==> src/design/bst_pkg.sv <==
// Shared types and constants for the bounded set table.
package bst_pkg;

  localparam int OP_W       = 2;
  localparam int ITEM_W     = 32;
  localparam int POSITION_W = 8;
  localparam int COUNT_W    = 9;

  typedef enum logic [OP_W-1:0] {
    OP_INSERT   = 2'd0,
    OP_ERASE    = 2'd1,
    OP_CONTAINS = 2'd2,
    OP_GET      = 2'd3
  } bst_op_t;

  typedef enum logic {
    S_IDLE  = 1'b0,
    S_APPLY = 1'b1
  } bst_state_t;

  // Per-cycle command broadcast to every cell of the row.
  typedef struct packed {
    logic cmp;
    logic ins;
    logic del;
  } bst_cell_ctl_t;

endpackage

==> src/design/bst_cell.sv <==
// One storage cell of the set row: entry, match flag and shift link.
module bst_cell #(
  parameter int VALUE_WIDTH = 32,
  parameter int CNT_W       = 9,
  parameter int PW          = 9,
  parameter int INDEX       = 0
) (
  input  logic                     clk,
  input  bst_pkg::bst_cell_ctl_t   ctl,
  input  logic [VALUE_WIDTH-1:0]   key,
  input  logic [CNT_W-1:0]         count,
  input  logic [PW-1:0]            pos,
  input  logic [VALUE_WIDTH-1:0]   next_entry,
  input  logic                     shift_in,
  output logic                     shift_out,
  output logic [VALUE_WIDTH-1:0]   entry,
  output logic [VALUE_WIDTH-1:0]   rd_part
);
  import bst_pkg::*;

  logic [VALUE_WIDTH-1:0] entry_r;
  logic                   hit_r;
  logic                   in_use;

  assign in_use    = CNT_W'(INDEX) < count;
  // A hit here or in any earlier cell moves this cell up from its neighbor.
  assign shift_out = shift_in | hit_r;
  assign entry     = entry_r;
  assign rd_part   = (pos == PW'(INDEX)) ? entry_r : '0;

  always_ff @(posedge clk) begin
    if (ctl.cmp) begin
      hit_r <= in_use && (entry_r == key);
    end
    if (ctl.ins && (count == CNT_W'(INDEX))) begin
      entry_r <= key;
    end else if (ctl.del && shift_out) begin
      entry_r <= next_entry;
    end
  end

endmodule

==> config.mk <==
export PLATFORM = sky130hd
export DESIGN_NAME = bst_cell
export DESIGN_NICKNAME = d
export VERILOG_FILES = /design/src/design/bst_pkg.sv /design/src/design/bst_cell.sv
export SDC_FILE = /design/constraint.sdc
export NUM_CORES = 1
export LEC_CHECK = 0
export BUFFER_PORTS_ARGS = -buffer_cell sky130_fd_sc_hd__buf_4
export CORE_MARGIN = 1
export CORE_UTILIZATION = 40
export DETAILED_ROUTE_END_ITERATION = 6
export HOLD_SLACK_MARGIN = 0.02
export PLACE_DENSITY = 0.88
export REMOVE_ABC_BUFFERS = 1
export SYNTH_ARGS = -nofsm -noshare
export SYNTH_HDL_FRONTEND = slang
export SYNTH_SLANG_ARGS = --single-unit
export TNS_END_PERCENT = 30
==> constraint.sdc <==
create_clock -name clk -period 3.2 [get_ports clk]
set_clock_uncertainty 0.05 [all_clocks]
set_input_delay 0.48 -clock clk [delete_from_list [all_inputs] [get_ports clk]]
set_output_delay 0.48 -clock clk [all_outputs]
set_load 0.005 [all_outputs]
* Word-level counts from Yosys, hierarchy flattened
Cells that the tools add are included.
** Storage, ports and cells
- Flip-flop bits (word level) :: 33
- Input bits :: 87
- Output and inout port bits :: 65
** Cells by class
- $lt $le $gt $ge :: 1
- Equal/unequal tests :: 1
- Muxes and demuxes :: 3
- Bitwise logic cells :: 1
- Reduce and logical (&&, ||, !) cells :: 6
** Operators by type and width (number)
- $mux W32 :: 3
- $eq A32 B32 Y1 :: 1
- $logic_not A9 Y1 :: 2
- $lt A1 B9 Y1 const A :: 1
- $logic_and A1 B1 Y1 :: 3
- $reduce_bool A2 Y1 :: 1
- $or A1 B1 Y1 :: 1

* Depth between registers and ports, before layout
- Word-level depth :: 4
- Mapped depth :: 5
- Gate-level depth less buffers :: 4

* Worst setup path after synthesis
Ideal clock, no wire load.
- Path type :: input-to-reg
- Start point :: in count[6]
- End point :: reg entry_r[0] (netlist: entry[0]), enable pin
- Setup time :: 0.389 ns
- Data arrival time :: 2.286 ns
- Required time :: 2.761 ns
- Slack :: 0.475 ns
- Cell stages on the path :: 5
- Cells stage by stage :: or4_4 nor4_4 nand2_2 buf_6 nand2_1
** On the way
- Cells in the longest elaborated chain, start to end :: 3
** Ends and longest elaborated chain
- from (decl) :: line bst_cell.sv:11 : input logic [CNT_W-1:0] count,
- $logic_not A9 Y1 :: line bst_cell.sv:35 : if (ctl.ins && (count == CNT_W'(INDEX))) begin
- $logic_and A1 B1 Y1 :: line bst_cell.sv:35
- $reduce_bool A2 Y1 (no source line)
- to (signal assigned) :: line bst_cell.sv:36 : entry_r <= key;
- to (signal assigned) :: line bst_cell.sv:38 : entry_r <= next_entry;
- to (decl) :: line bst_cell.sv:21 : logic [VALUE_WIDTH-1:0] entry_r;
No other way between the ends.
A chain may end at the register's enable or synchronous reset.

* Worst setup path after layout
- Start point :: in count[6]
- End point :: reg entry_r[22] (netlist: entry[22]), enable pin
Same word-level chain as after synthesis.

==> impl_metrics.yaml <==
outcome:
  status: "finished clean"
setup_path:
  worstRegToRegCells: 4
  crit_fanout: 32
  worstSetupPathType: "primary input to flop"
  required_ps: 3080
  arrival_ps: 2150
  r2r-end: "hit_r$_DFFE_PP_"
  worst_setup_path_start_kind: "primary input"
  end_kind: "flop"
  worstReg2RegStart: "entry[4]$_DFFE_PP_"
  ff2ff_setup_slack_ps: 1550
routing:
  first_pass_iters: 4
  drt-initial-drc-count: 74
  vias: 1775
  drc: 0
  routed_wl_um: 5500
  ant_nets: 0
  vias_per_cell: 4.63
  post_drt_wl_per_cell_um: 14.4
sta:
  clock.fmax_mhz: 440
  relSlewSlack_pct: 71.4
  tns_ps: 0
  finalSetupViolCount: 0
  fin_crit_sh_pct: 71.0
  worst_pin_slew_ps: 429
  hold_viol: 0
  fin_crit_ps: 2270
  rsz0062_at_grt: "false"
  report.final.slew_viol_count: 0
die:
  dieArea_mm2: 0.00563
  rows: 26
  pin_count: 152
  dieHeight_um: 75.0
  initial_utilization_pct: 41.7
  core_area_mm2: 0.00511
  fp.dieW_um: 75.0
logic_synthesis:
  syn-instance-count: 157
  ys_ff_latch: 33
  ys_types: 17
  syn_area_mm2: 0.00213
  avgSynthCellArea_um2: 13.6
  yosysWarningCount: 0
  seq_area_frac_synth_pct: 46.5
final_layout:
  fin_nets: 400
  instances_no_fill: 383
  drive_above_1_share_pct: 62.9
  diodes: 0
  utilization_pct: 67.2
  syn2layout_area_growth_pct: 61.0
placed_design:
  place_inst: 376
  hpwl_um: 4380
  gp_congestion: 0.762
  io_buffers: 151
global_routing:
  grt_start_max_net_pins: 33
  grt-ovfl-total: 0
  grt_pass1_wl_um: 7820
  antenna_found_initial: 0
  grt_pass1_vias: 1668
  grtUsageTotal_pct: 19.1
clock_network:
  cts_resized: 0
  insertion_delay_ps: 280
  cts_buffers: 5
  cts_buffer_depth: 2
  cts.hold.buffers_added: 0
  clkTransAtPathRegs_ps: 60
  cts_root_buffer: "clkbuf_8"
  postCtsSetupBuffers: 0
  htree_levels: 2
  clock_sinks: 33
  cts_tree: "yes"
power_and_ir_drop:
  p_sw_uw: 229
  peakVddDrop_v: 0.000146
  pwr_density_cell_mw_per_mm2: 296
  seqPwrFrac_pct: 51.4
  clockPowerShare_pct: 28.7
  p_sw_share_pct: 22.6
  combPwrFrac_pct: 19.9
  p_int_uw: 786
  p_leak_uw: 0.00168
hold_path:
  min_path_type: "primary input to flop"
  hold_path_end: "hit_r$_DFFE_PP_"
  hp-start: "ctl[2]"
  min_path_cells: 1
flow_run:
  maxCapViolCount: 0
-- layout make-up --
cell class              count  area [µm²]
well taps                  70        87.6
clock inverters             1        3.75
flip-flops and latches     33         991
fillers                   402        1670
multi-input cells         118        1100
repair buffers            155        1180
clock buffers               6        72.6
-- cells in the mapped netlist --
library cell | number | area, µm²
and2_1 | 32 | 200
buf_6 | 3 | 33.8
clkbuf_1 | 3 | 11.3
edfxtp_1 | 33 | 991
mux2_2 | 3 | 33.8
mux2_4 | 29 | 435
nand2_1 | 3 | 11.3
nand2_2 | 1 | 6.26
nand4_1 | 2 | 12.5
nor2_1 | 1 | 3.75
nor3_1 | 1 | 5.00
nor4_1 | 10 | 62.6
nor4_4 | 1 | 21.3
or2_2 | 1 | 6.26
or3_1 | 1 | 6.26
or4_4 | 1 | 11.3
xor2_1 | 32 | 280
-- power by group through the flow --
stage	clock (µW)	sequential, µW	combinational, µW
after floorplan	0	530	66.6
after global placement	0	530	199
after detailed placement	0	531	204
after CTS	297	522	204
after global routing	319	525	220
final	291	522	202
-- flip-flops by register name, indices dropped and copies added, names as in the netlist --
signal  cells
entry      32
hit_r       1
-- metrics by stage --
step	setup slack, ps	area [µm²]	total power (µW)	hold WS (ps)
final	927	3430	1020	355
after global routing	820	3430	1060	343
after CTS	917	3430	1020	350
after detailed placement	624	3360	735	639
after global placement	657	3360	729	641
after floorplan	46.8	2090	596	542
-- cells in the final DEF (no fill, tap or decap), drive strengths merged --
cell	count
nor2	1
nand2	4
nand4	2
or4	1
edfxtp	33
clkinv	1
nor4	11
clkbuf	6
and2	32
nor3	1
or3	1
buf	155
or2	1
mux2	32
xor2	32
-- critical path, cell delays in order --
cell and delay, ps:
buf_4 110, or4_4 550, nor4_4 260, nand2_2 250
nand2_1 110, buf_4 390
-- metal layers --
layer  global-route usage, %  share of wire [%]
met3                    4.28                6.4
met4                    5.03                1.0
met5                       0                  0
met2                    33.9                 53
met1                    23.4                 40
-- cells by family after synthesis --
| kind of cell | share of synthesized area (%) |
|---|---|
| flops | 46.5 |
| mux | 22.0 |
| xor+xnor | 13.1 |
| buf+inv | 2.11 |
| simple gates | 16.3 |
-- worst max-delay path by stage --
stage / from / end / slack, ps / cells after the start
2_1_floorplan: count[6] / entry[0]$_DFFE_PP_ / 50 / 4
3_3_place_gp: count[6] / entry[1]$_DFFE_PP_ / 660 / 6
3_5_place_dp: count[6] / entry[18]$_DFFE_PP_ / 620 / 6
4_1_cts: count[6] / entry[22]$_DFFE_PP_ / 920 / 6
5_1_grt: pos[4] / rd_part[12] / 820 / 7
6_report: count[6] / entry[22]$_DFFE_PP_ / 930 / 6
No activity file was read; power rests on OpenSTA's default activity.
